[src/rtl/core/nbtl_pkg.sv]
package nbtl_pkg;

   localparam logic [1:0] REQ_PUSH  = 2'd0;
   localparam logic [1:0] REQ_QUERY = 2'd1;
   localparam logic [1:0] REQ_READ  = 2'd2;

   localparam logic [1:0] ST_OK       = 2'd0;
   localparam logic [1:0] ST_INVALID  = 2'd1;
   localparam logic [1:0] ST_DROPPED  = 2'd2;
   localparam logic [1:0] ST_NOTFOUND = 2'd3;

   localparam logic [1:0] CSR_TIME_LIMIT = 2'd0;
   localparam logic [1:0] CSR_MIN_GRAMS  = 2'd1;
   localparam logic [1:0] CSR_MAX_GRAMS  = 2'd2;

   typedef struct packed {
      logic [31:0] t;
      logic [15:0] ty;
      logic [15:0] g;
   } entry_type;

   // controller -> datapath
   typedef struct packed {
      logic load;       // latch request
      logic rd_issue;   // issue memory read at scan pointer
      logic wr_shift;   // write last read entry at pointer+1
      logic wr_new;     // write new entry at pointer
      logic wr_new_up;  // write new entry at pointer+1
      logic drop_head;  // eviction: move entry down to pointer-1
      logic ptr_dec;
      logic ptr_inc;
      logic ptr_set_top;
      logic ptr_set_zero;
      logic cnt_inc;
      logic cnt_dec;
      logic rsp_fire;
      logic [1:0] rsp_status;
      logic rsp_entry;  // output last read entry
      logic rsp_grams;  // output last read grams only
   } ctl_type;

   // datapath -> controller
   typedef struct packed {
      logic [1:0] req;
      logic push_bad;
      logic idx_ok;
      logic cnt_zero;
      logic full;
      logic ptr_zero;
      logic ptr_last;   // ptr == count-1
      logic rd_gt;      // read entry time > new time
      logic rd_match;   // read entry matches query
      logic new_older;  // new time < read entry time
   } sts_type;

endpackage

[src/rtl/core/nbtl_ctrl.sv]
module nbtl_ctrl
   import nbtl_pkg::*;
(
   input  logic    clock,
   input  logic    reset,
   input  logic    start,
   output logic    busy,
   input  sts_type sts,
   output ctl_type ctl
);

   localparam logic [3:0] S_IDLE   = 4'd0;
   localparam logic [3:0] S_DEC    = 4'd1;
   localparam logic [3:0] S_EV_RD  = 4'd2;  // read head for drop check
   localparam logic [3:0] S_EV_CHK = 4'd3;
   localparam logic [3:0] S_EV_SH  = 4'd4;  // shift entries down one place at a time
   localparam logic [3:0] S_EV_WT  = 4'd5;
   localparam logic [3:0] S_IN_RD  = 4'd6;
   localparam logic [3:0] S_IN_CHK = 4'd7;
   localparam logic [3:0] S_Q_RD   = 4'd8;
   localparam logic [3:0] S_Q_CHK  = 4'd9;
   localparam logic [3:0] S_R_RD   = 4'd10;
   localparam logic [3:0] S_R_OUT  = 4'd11;
   localparam logic [3:0] S_IN_WR  = 4'd12;  // new entry into position 0

   logic [3:0] state_ff, state_in;

   always_ff @(posedge clock) begin
      if (reset) state_ff <= S_IDLE;
      else       state_ff <= state_in;
   end

   assign busy = (state_ff != S_IDLE);

   always_comb begin
      state_in = state_ff;
      ctl = '0;
      case (state_ff)
         S_IDLE: begin
            if (start) begin
               ctl.load = 1'b1;
               state_in = S_DEC;
            end
         end
         S_DEC: begin
            case (sts.req)
               REQ_PUSH: begin
                  if (sts.push_bad) begin
                     ctl.rsp_fire = 1'b1;
                     ctl.rsp_status = ST_INVALID;
                     state_in = S_IDLE;
                  end else if (sts.full) begin
                     ctl.ptr_set_zero = 1'b1;
                     state_in = S_EV_RD;
                  end else if (sts.cnt_zero) begin
                     ctl.ptr_set_zero = 1'b1;
                     state_in = S_IN_RD;
                  end else begin
                     ctl.ptr_set_top = 1'b1;
                     state_in = S_IN_RD;
                  end
               end
               REQ_QUERY: begin
                  if (sts.push_bad || sts.cnt_zero) begin
                     // push_bad carries "type zero" for a query
                     ctl.rsp_fire = 1'b1;
                     ctl.rsp_status = ST_NOTFOUND;
                     state_in = S_IDLE;
                  end else begin
                     ctl.ptr_set_top = 1'b1;
                     state_in = S_Q_RD;
                  end
               end
               REQ_READ: begin
                  if (sts.idx_ok) state_in = S_R_RD;
                  else begin
                     ctl.rsp_fire = 1'b1;
                     ctl.rsp_status = ST_NOTFOUND;
                     state_in = S_IDLE;
                  end
               end
               default: begin
                  ctl.rsp_fire = 1'b1;
                  ctl.rsp_status = ST_NOTFOUND;
                  state_in = S_IDLE;
               end
            endcase
         end
         S_EV_RD: begin
            ctl.rd_issue = 1'b1;
            state_in = S_EV_CHK;
         end
         S_EV_CHK: begin
            if (sts.new_older) begin
               ctl.rsp_fire = 1'b1;
               ctl.rsp_status = ST_DROPPED;
               state_in = S_IDLE;
            end else begin
               ctl.ptr_inc = 1'b1;
               state_in = S_EV_SH;
            end
         end
         S_EV_SH: begin
            // read entry at ptr
            ctl.rd_issue = 1'b1;
            state_in = S_EV_WT;
         end
         S_EV_WT: begin
            ctl.drop_head = 1'b1;
            if (sts.ptr_last) begin
               ctl.cnt_dec = 1'b1;
               ctl.ptr_dec = 1'b1;  // top of shortened table
               state_in = S_IN_RD;
            end else begin
               ctl.ptr_inc = 1'b1;
               state_in = S_EV_SH;
            end
         end
         S_IN_RD: begin
            if (sts.cnt_zero) begin
               ctl.wr_new = 1'b1;
               ctl.cnt_inc = 1'b1;
               ctl.rsp_fire = 1'b1;
               ctl.rsp_status = ST_OK;
               state_in = S_IDLE;
            end else begin
               ctl.rd_issue = 1'b1;
               state_in = S_IN_CHK;
            end
         end
         S_IN_CHK: begin
            if (sts.rd_gt) begin
               ctl.wr_shift = 1'b1;
               if (sts.ptr_zero) begin
                  state_in = S_IN_WR;
               end else begin
                  ctl.ptr_dec = 1'b1;
                  state_in = S_IN_RD;
               end
            end else begin
               ctl.wr_new_up = 1'b1;
               ctl.cnt_inc = 1'b1;
               ctl.rsp_fire = 1'b1;
               ctl.rsp_status = ST_OK;
               state_in = S_IDLE;
            end
         end
         S_IN_WR: begin
            // everything shifted: new entry lands at position 0
            ctl.wr_new = 1'b1;
            ctl.cnt_inc = 1'b1;
            ctl.rsp_fire = 1'b1;
            ctl.rsp_status = ST_OK;
            state_in = S_IDLE;
         end
         S_Q_RD: begin
            ctl.rd_issue = 1'b1;
            state_in = S_Q_CHK;
         end
         S_Q_CHK: begin
            if (sts.rd_match) begin
               ctl.rsp_fire = 1'b1;
               ctl.rsp_status = ST_OK;
               ctl.rsp_grams = 1'b1;
               state_in = S_IDLE;
            end else if (sts.ptr_zero) begin
               ctl.rsp_fire = 1'b1;
               ctl.rsp_status = ST_NOTFOUND;
               state_in = S_IDLE;
            end else begin
               ctl.ptr_dec = 1'b1;
               state_in = S_Q_RD;
            end
         end
         S_R_RD: begin
            // entry at the index was read into rd_ff when the request was loaded
            state_in = S_R_OUT;
         end
         S_R_OUT: begin
            ctl.rsp_fire = 1'b1;
            ctl.rsp_status = ST_OK;
            ctl.rsp_entry = 1'b1;
            state_in = S_IDLE;
         end
         default: state_in = S_IDLE;
      endcase
   end

   a_busy_start: assert property (@(posedge clock) disable iff (reset)
      (start && !busy) |=> busy)
      else $error("start not taken");
   a_fire_busy: assert property (@(posedge clock) disable iff (reset)
      ctl.rsp_fire |-> busy)
      else $error("response while idle");
   a_no_double_wr: assert property (@(posedge clock) disable iff (reset)
      !(ctl.wr_new && ctl.wr_shift))
      else $error("two memory writes");

endmodule

[config.mk]
export PLATFORM = sky130hd
export DESIGN_NAME = nbtl_ctrl
export DESIGN_NICKNAME = d
export VERILOG_FILES = /design/src/rtl/core/nbtl_pkg.sv /design/src/rtl/core/nbtl_ctrl.sv
export SDC_FILE = /design/constraint.sdc
export NUM_CORES = 1
export LEC_CHECK = 0
export ABC_CLOCK_PERIOD_IN_PS = 1800
export BUFFER_PORTS_ARGS = -buffer_cell sky130_fd_sc_hd__buf_2
export CAP_MARGIN = 40
export CORE_UTILIZATION = 44
export DETAILED_ROUTE_END_ITERATION = 8
export PLACE_DENSITY = 0.81
export SKIP_LAST_GASP = 1
export SLEW_MARGIN = 20
export SYNTH_ARGS = -nofsm -noshare
export SYNTH_HDL_FRONTEND = slang
export SYNTH_SLANG_ARGS = --single-unit
[constraint.sdc]
create_clock -name clock -period 1.8 [get_ports clock]
set_input_delay 0.09 -clock clock [delete_from_list [all_inputs] [get_ports clock]]
set_output_delay 0.09 -clock clock [all_outputs]
set_load 0.02 [all_outputs]
# Yosys cells after proc, flatten, opt, wreduce, memory -nomap -nowiden
# Index checks and enable logic that the tools add are counted.
# totals
register_bits,4
out_inout_bits,18
word_cells,77
input_bits,14
# op_classes
n_eq_ne,15
muxes,55
reduce_logical,6
# ops
cell,count
case mux 4 bit (11 select lines),1
2-to-1 mux 3 bit,12
2-to-1 mux 4 bit,7
2-to-1 mux 1 bit,23
"equality test 4 bit, second input constant",5
case mux 3 bit (6 select lines),1
"equality test 4 x 3 -> 1 bit, second input constant",4
case mux 4 bit (3 select lines),1
case mux 3 bit (3 select lines),1
"equality test 4 x 2 -> 1 bit, second input constant",2
case mux 1 bit (2 select lines),4
2-to-1 mux 2 bit,3
case mux 1 bit (3 select lines),2
"equality test 4 x 1 -> 1 bit, second input constant",1
zero test 4 bit,1
nonzero test 4 bit,1
OR reduction 3 bit,1
"equality test 2 x 1 -> 1 bit, second input constant",1
"equality test 2 bit, second input constant",1
zero test 2 bit,1
"inequality test 2 bit, second input constant",1
OR reduction 2 bit,1
logical OR 1 bit,1

# Logic depth before layout (Yosys ltp)
# Gate-level depths: netlist of run 1.
# logic_depth
depth_word,5
depth_mapped,6
depth_no_buf,4

# Worst setup path after synthesis of run 1
# OpenSTA, ideal clock, no wires.
# synth_path
kind,reg2out
startpoint,register state_ff[1]
endpoint,output ctl[2] (netlist name)
t_required_ps,1710
path_buffers,1
stages_incl_launch_ff,4
t_arrival_ps,1667
path_slack_ps,43
path_cell_list,dfxtp_1 -> buf_6 -> or4b_4 -> o41ai_1
# synth_lines
item,line_no,text
from (decl),nbtl_ctrl.sv:26,"logic [3:0] state_ff, state_in;"
from (signal assigned),nbtl_ctrl.sv:30,else state_ff <= state_in;
to (decl),nbtl_ctrl.sv:9,output ctl_type ctl

==> results.cfg, run 1 <==
[yosys]
seq_area_frac_synth_pct = 12.80
synth_cell_type_count = 37
synth_area_um2 = 625.6
syn_area_per_cell_um2 = 6.951
synthTopCellsByCount = a21oi_1, nor2_1, nor3_1
async_reset_ff_share_pct = 0
synth_top_cell_by_area = dfxtp_1
synth_edf_count = 0
yosysWarnings = 0
synth_ff_type = dfxtp_1
yosysTopAreaCellShare_pct = 12.80
synthTopCellsByArea = dfxtp_1, a21oi_1, nor3_1
syn_nets = 104
ys_ff_latch = 4
synth_most_common_cell = a21oi_1
syn_inst = 90

[place]
dpl_cell_area_um2 = 805.8
dp_hpwl_um = 1411
io_buffers = 31
routabilityCongestion = 0.8959

[sta]
fin_crit_ps = 1739
finalClockSkew_ps = 0.9323
min_period_over_period_pct = 96.61
fmax_ghz = 0.5751
hold_violations = 0
slew_headroom_pct = 74.63
setup_tns_ps = 0
slew_violations = 0
worst_pin_slew_ps = 380.6
holdWs_ps = 144.0
finalSetupViolations = 0
rsz0062_at_grt = no

[layout]
drive_above_1_share_pct = 38.71
nNetsFinal = 140
num_antenna_cells = 0
syn_to_final_growth_pct = 35.60
largest_reg_flops = 4
fillers = 114
final_util_pct = 64.39
top_register = state_ff
reg.largest.list = state_ff: 4 flops
fin_area_um2 = 848.3

[detailed_routing]
routed-via-count = 817
drt_first_pass_iters = 4
drt-vias-per-instance = 5.878
drt_iter0_markers = 38
drt-total-wl_um = 1840
drc = 0
route.detailed.wl_per_inst_um = 13.24
ant_nets = 0

[clock_network]
cts.sinks = 4
cts_tree = done
hold_buffers = 0
cts.clk_slew.worst_paths_ps = 40
htreeDepth = 1
clockBufferDepth = 2
cts_root_buffer = clkbuf_4
numCtsBuffers = 3
clk_latency_ps = 230

[power]
p_comb_share_pct = 42.3
ir_drop_uv = 351.6
p_seq_share_pct = 27.0
netSwitchingFraction_pct = 35.46
p_switching_uw = 128.1
p_per_area_nw_per_um2 = 425.8
clockPowerShare_pct = 30.7
internal-power_uw = 233.1
p_leak_nw = 0.4316

[floorplan]
die_y_um = 39.71
die_x_um = 39.71
initial_core_util_pct = 47.48
core_um2 = 1318
rows = 13
die-area_um2 = 1576
io_pins = 32

[setup_path]
cp_cell_sequence = or4b_4 -> nor4_4 -> o21a_1 -> buf_2
critPathLaunchType = register
slowest_stage = or4b_4
crit_arrival_ps = 1650
crit_type = reg -> out
worst_ep_required_time_ps = 1710
worst_setup_path_end_kind = primary output
crit_path_max_fanout = 7
max_stage_delay_ps = 550

[grt]
grt_pass1_wl_um = 2808
grt_usage_pct = 26.90
first_global_vias = 650
grt_max_degree = 21
overflow = 0
antenna_found_initial = 0

[flow_run]
drv_cap = 0

[outcome]
status = finished clean

[hold_path]
hp-class = in -> reg
power groups by stage:
stage | clock [mW] | combinational [mW] | sequential, mW
6_report | 0.111 | 0.153 | 0.0975
5_1_grt | 0.126 | 0.166 | 0.0979
4_1_cts | 0.118 | 0.150 | 0.0965
3_5_place_dp | 0 | 0.149 | 0.0991
3_3_place_gp | 0 | 0.146 | 0.0988
2_1_floorplan | 0 | 0.0938 | 0.0981
placed cells by master (no fill, tap or decap), types with 2 or more instances in the layout:
| master | instances |
|---|---|
| dfxtp_2 | 2 |
| inv_1 | 4 |
| nor3_1 | 7 |
| o41ai_1 | 2 |
| buf_2 | 31 |
| and3_1 | 4 |
| nor2b_1 | 5 |
| clkbuf_4 | 3 |
| o21a_1 | 4 |
| nand2_1 | 2 |
| nand2b_1 | 5 |
| or3_1 | 3 |
| nor2_1 | 8 |
| and2_1 | 3 |
| a21oi_1 | 9 |
| buf_4 | 5 |
| nor3b_1 | 3 |
worst max-delay path, delay by kind of cell (launching register included):
family	cells	cell delay (ps)
simple gates	2	740
flops	1	360
compound gates	1	160
buf+inv	1	160
timing repair:
item | in CTS | in global routing
gates resized for setup | 2 | 5
setup endpoints to repair | 4 | 5
buffers inserted | 0 | 1
pin swaps | 0 | 1
per-layer routing:
layer	GRT usage [%]	routed length, um	up-vias
met5	0	0	-
met4	12.93	0	0
met3	3.977	91	0
met2	44.67	960	35
met1	33.11	788	381
li1	-	-	401
cells by family (layout without fill, tap and decap cells):
| family | after synthesis | in the layout | synth area share (%) |
|---|---|---|---|
| AOI/OAI and AO/OA | 25 | 25 | 28.40 |
| buffers and inverters | 11 | 45 | 7.999 |
| DFF | 4 | 4 | 12.80 |
| muxes | 1 | 1 | 1.600 |
| and+or+nand+nor | 49 | 49 | 49.20 |
worst paths after layout:
check,start,end,slack [ps],cells after the start
min,reset,state_ff[1],140,3
max,state_ff[3],ctl[7],60,4
min reg2reg,state_ff[0],state_ff[0],680,3
max reg2reg,state_ff[1],state_ff[3],230,5
per-stage QoR:
| stage | instances | power [mW] | setup WS, ps |
|---|---|---|---|
| after floorplan | 90 | 0.1919 | 42.66 |
| after global placement | 135 | 0.2452 | 184.2 |
| after detailed placement | 135 | 0.2482 | 121.8 |
| after CTS | 138 | 0.3646 | 13.17 |
| after global routing | 139 | 0.3897 | 5.978 |
| final | 139 | 0.3612 | 61.11 |
layout make-up:
cell class                      count  area, um2  area share [%]
Multi-Input combinational cell     75      498.0           58.70
Tap cell                           15      18.77           2.212
Timing Repair Buffer               37      203.9           24.04
Sequential cell                     4      86.33           10.18
Clock buffer                        3      22.52           2.655
Inverter                            5      18.77           2.212
Note: power is estimated with default switching activity, not from simulation.
==> run 2, diff against run 1 <==
--- a/config.mk
+++ b/config.mk
@@ -5,10 +5,11 @@
 export SDC_FILE = /design/constraint.sdc
 export NUM_CORES = 1
 export LEC_CHECK = 0
+export ABC_AREA = 1
 export ABC_CLOCK_PERIOD_IN_PS = 1800
 export BUFFER_PORTS_ARGS = -buffer_cell sky130_fd_sc_hd__buf_2
 export CAP_MARGIN = 40
-export CORE_UTILIZATION = 44
+export CORE_UTILIZATION = 43
 export DETAILED_ROUTE_END_ITERATION = 8
 export PLACE_DENSITY = 0.81
 export SKIP_LAST_GASP = 1
==> run 2 against run 1 <==
  * Sequential power increased by 8%
  * Sequential share of layout area rose by 0.16 points
  * Register-to-register slack improved by 390 ps
  * Clock power about the same
  * Via count down 2.9%
  * Critical path type unchanged
  * Highest routed layer is now met4
==> results.cfg, run 2 <==
[sta]
fin_crit_ps = 1579
fmax_ghz = 0.6333
min_period_over_period_pct = 87.73
worst_pin_slew_ps = 306.9
slew_violations = 0
finalClockSkew_ps = 3.034
rsz0062_at_grt = no
slew_headroom_pct = 79.47
setup_tns_ps = 0
finalSetupViolations = 0
hold_violations = 0

[layout]
num_antenna_cells = 0
nNetsFinal = 163
seqCellArea_um2 = 80.08
multi_input_area_um2 = 424.2
syn_to_final_growth_pct = 33.69
fin_area_um2 = 774.5
reg.largest.list = state_ff: 4 flops
top_register = state_ff
largest_reg_flops = 4
instances_no_fill = 161
fillers = 132
drive_above_1_share_pct = 32.65
layout_commonest_cell = buf_2
layout_common_cells = buf_2, nand2_1, nor2_1

[floorplan]
core_um2 = 1171
initial_core_util_pct = 49.47
die_y_um = 38.71
io_pins = 32
die_x_um = 38.71
die-area_um2 = 1498
rows = 12

[power]
p_leak_nw = 0.5227
ir_drop_uv = 376.3
p_per_area_nw_per_um2 = 500.5

[grt]
grt_pass1_wl_um = 2511
grt_usage_pct = 24.20
antenna_found_initial = 0
overflow = 0
first_global_vias = 630
grt_max_degree = 7

[setup_path]
cp_cell_sequence = nand2_1 -> nor2_1 -> nand3_1 -> nand2_1 -> nor2_1 -> nand2_1 -> buf_2
startpoint = state_ff[0]
worst_setup_path_end_kind = primary output
crit_path_max_fanout = 5
crit_type = reg -> out
critPathLaunchType = register
r2r-start = state_ff[2]
worst_ep_required_time_ps = 1710
slowest_stage = dfxtp_1
crit_buf_inv = 1
cp_top_family = simple AND/OR/NAND/NOR gates
crit_arrival_ps = 1490
cpMostUsedCell = nand2_1
max_stage_delay_ps = 400

[yosys]
synth_most_common_cell = nand2_1
seq_area_frac_synth_pct = 13.82
ys_ff_latch = 4
async_reset_ff_share_pct = 0
synthTopCellsByArea = nand2_1, nand3_1, dfxtp_1
synth_top_cell_by_area = nand2_1
syn_inst = 113
synthTopCellsByCount = nand2_1, nor2_1, nand3_1
yosysWarnings = 0
synth_edf_count = 0
syn_area_per_cell_um2 = 5.127
syn_nets = 127
synth_cell_type_count = 18
synth_area_um2 = 579.3
yosysTopAreaCellShare_pct = 18.14
synth_ff_type = dfxtp_1

[detailed_routing]
drc = 0
ant_nets = 0
drt_iter0_markers = 20
routed-via-count = 793
drt_first_pass_iters = 4
route.detailed.wl_per_inst_um = 9.851
drt-vias-per-instance = 4.925
drt-total-wl_um = 1586

[clock_network]
htreeDepth = 1
hold_buffers = 0
cts_tree = done
numCtsBuffers = 3
cts.clk_slew.worst_paths_ps = 40
cts_setup_buffers = 0
ctsResizeCount = 0
cts_root_buffer = clkbuf_4
clockBufferDepth = 2
clk_latency_ps = 240
cts.sinks = 4

[hold_path]
hold_start = reset
hp-class = in -> reg

[place]
routabilityCongestion = 0.9289
dp_hpwl_um = 1317
dpl_cell_area_um2 = 752.0
dp.cells = 158
io_buffers = 31

[outcome]
status = finished clean

[flow_run]
drv_cap = 0
run 2: cell count changes after synthesis, moves of 4 or more:
cell and delta:
nand2_1 +25, nand3_1 +17, nor2_1 +12, inv_1 +11
nor3_1 -6, nand2b_1 -5, nor2b_1 -5, and3_1 -4
inv_2 +4, nor2_2 +4, o21a_1 -4
run 2: logic make-up after synthesis:
family | synth area share (%)
simple gates | 63.50
buf+inv | 12.96
compound gates | 9.719
flops | 13.82
run 2: metrics by stage:
stage	hold WS, ps	util, %	setup WS, ps	power [mW]
2_1_floorplan	159.1	-	578.3	0.2170
3_3_place_gp	295.3	64.21	481.0	0.2721
3_5_place_dp	297.8	64.21	460.7	0.2749
4_1_cts	48.31	66.13	203.3	0.3922
5_1_grt	60.21	66.13	69.41	0.4190
6_report	56.82	66.13	220.9	0.3877
run 2: area by class of cell:
| cell class | count | area share, % |
|---|---|---|
| multi-input combinational | 89 | 54.77 |
| tap | 14 | 2.262 |
| inverter | 20 | 9.693 |
| timing repair buffer | 31 | 20.03 |
| clock buffer | 3 | 2.908 |
| sequential | 4 | 10.34 |
run 2: routing by layer:
metal,GRT usage (%),wire length (um),vias up
li1,-,-,429
met1,28.97,734,330
met2,42.08,743,32
met3,1.734,97,2
met4,12.93,10,0
met5,0,0,-
run 2: final timing paths:
check	endpoint	slack (ps)	depth (start not counted)
setup reg to reg	state_ff[2]	620	6
hold reg to reg	state_ff[1]	710	4
setup / recovery	ctl[4]	220	7
hold / removal	state_ff[1]	60	2
run 2: power breakdown:
| part | switching [mW] | total, mW | internal, mW |
|---|---|---|---|
| logic | 0.112 | 0.170 | 0.0576 |
| registers | 0.0101 | 0.105 | 0.0954 |
| clock network | 0.0378 | 0.112 | 0.0747 |
==> run 3, diff against run 2 <==
--- a/config.mk
+++ b/config.mk
@@ -12,6 +12,7 @@
 export CORE_UTILIZATION = 43
 export DETAILED_ROUTE_END_ITERATION = 8
 export PLACE_DENSITY = 0.81
+export RECOVER_POWER = 25
 export SKIP_LAST_GASP = 1
 export SLEW_MARGIN = 20
 export SYNTH_ARGS = -nofsm -noshare
==> run 3 against run 2 <==
  * Final cell count unchanged
  * Routed wire length down 1.6%
  * First-iteration DRC count down 10%
  * Sequential share of layout area up 0.067 points
  * Clock power about the same
==> results.cfg, run 3 (synthesized netlist as in run 2, its figures left out) <==
[setup_path]
r2r_end = state_ff[2]
worst_setup_path_end_kind = primary output
r2r_slack_ps = 550
slowest_stage = dfxtp_1
reg2reg_depth = 6
cp_cell_sequence = inv_1 -> nand2_1 -> nor2_1 -> nand3_1 -> nand2_1 -> nor2_1 -> nand2_1 -> buf_2
cpMostUsedCell = nand2_1
crit_path_max_fanout = 4
critPathLaunchType = register
crit_type = reg -> out
worst_ep_required_time_ps = 1710
crit_arrival_ps = 1490
max_stage_delay_ps = 350
r2r-start = state_ff[2]

[sta]
finalSetupViolations = 0
min_period_over_period_pct = 87.65
hold_violations = 0
setup_tns_ps = 0
rsz0062_at_grt = no
finalClockSkew_ps = 3.034
slew_violations = 0
slew_headroom_pct = 79.32
fmax_ghz = 0.6338
worst_pin_slew_ps = 309.0
fin_crit_ps = 1578

[floorplan]
die-area_um2 = 1498
die_x_um = 38.71
core_um2 = 1171
initial_core_util_pct = 49.47
die_y_um = 38.71
io_pins = 32
rows = 12

[clock_network]
hold_buffers = 0
cts_tree = done
numCtsBuffers = 3
ctsResizeCount = 0
cts_setup_buffers = 0
htreeDepth = 1
clk_latency_ps = 240
cts_root_buffer = clkbuf_4
clockBufferDepth = 2
cts.sinks = 4
cts.clk_slew.worst_paths_ps = 40

[power]
p_per_area_nw_per_um2 = 501.9
p_leak_nw = 0.5223
ir_drop_uv = 376.4
p_total_uw = 386.2

[detailed_routing]
drt_iter0_markers = 18
drt-total-wl_um = 1561
route.detailed.wl_per_inst_um = 9.696
drc = 0
drt_first_pass_iters = 4
drt-vias-per-instance = 5.000
ant_nets = 0
routed-via-count = 805

[hold_path]
whs_path_depth = 2
min_to = state_ff[1]
hold_start = reset
hp-class = in -> reg

[layout]
num_antenna_cells = 0
top_register = state_ff
layout_commonest_cell = buf_2
layout_common_cells = buf_2, nand2_1, nor2_1
drive_above_1_share_pct = 31.29
syn_to_final_growth_pct = 32.83
nNetsFinal = 163
reg.largest.list = state_ff: 4 flops
largest_reg_flops = 4
final_util_pct = 65.71

[grt]
first_global_vias = 630
grt_max_degree = 7
grt_pass1_wl_um = 2511
antenna_found_initial = 0
overflow = 0
grt_usage_pct = 24.20

[place]
io_buffers = 31
dp_hpwl_um = 1317
routabilityCongestion = 0.9289

[outcome]
status = finished clean

[flow_run]
drv_cap = 0
[run 3: report_power, final]
group	internal, mW	switching, mW
Sequential	0.0954	0.00977
Combinational	0.0575	0.111
Clock	0.0747	0.0378
Total	0.228	0.159
[run 3: layout make-up]
class	count	area, um2
tap	14	17.52
inverter	20	75.07
sequential	4	80.08
clock buffer	3	22.52
multi-input combinational	89	419.2
timing repair buffer	31	155.1
fill	133	401.6
[run 3: per-layer routing]
metal	up-vias	wire length [um]	GRT usage, %
met5	-	0	0
met3	2	120	1.734
li1	429	-	-
met2	44	725	42.08
met1	330	705	28.97
met4	0	10	12.93
[run 3: worst max path at each step]
stage                 from  endpoint  slack, ps  cells after the start
6_report       state_ff[2]    ctl[4]        220                      8
5_1_grt        state_ff[2]    ctl[4]         50                      7
4_1_cts        state_ff[1]    ctl[4]        200                      8
3_5_place_dp   state_ff[0]    ctl[4]        460                      7
3_3_place_gp   state_ff[1]    ctl[4]        480                      8
2_1_floorplan  state_ff[0]    ctl[7]        580                      4
[run 3: critical path, delay by kind of cell, from the launching register on]
family                 cells  cell delay (ps)
buffers and inverters      2              330
and+or+nand+nor            6              570
DFF                        1              350
[run 3: through the flow]
stage / hold WS (ps) / instances / setup WS, ps / instance area [um2]
floorplan: 159.1 / 113 / 578.3 / 579.3
global placement: 295.3 / 158 / 481.0 / 752.0
detailed placement: 297.8 / 158 / 460.7 / 752.0
CTS: 48.31 / 161 / 203.3 / 774.5
global route: 60.21 / 161 / 53.11 / 769.5
finish: 56.82 / 161 / 222.3 / 769.5
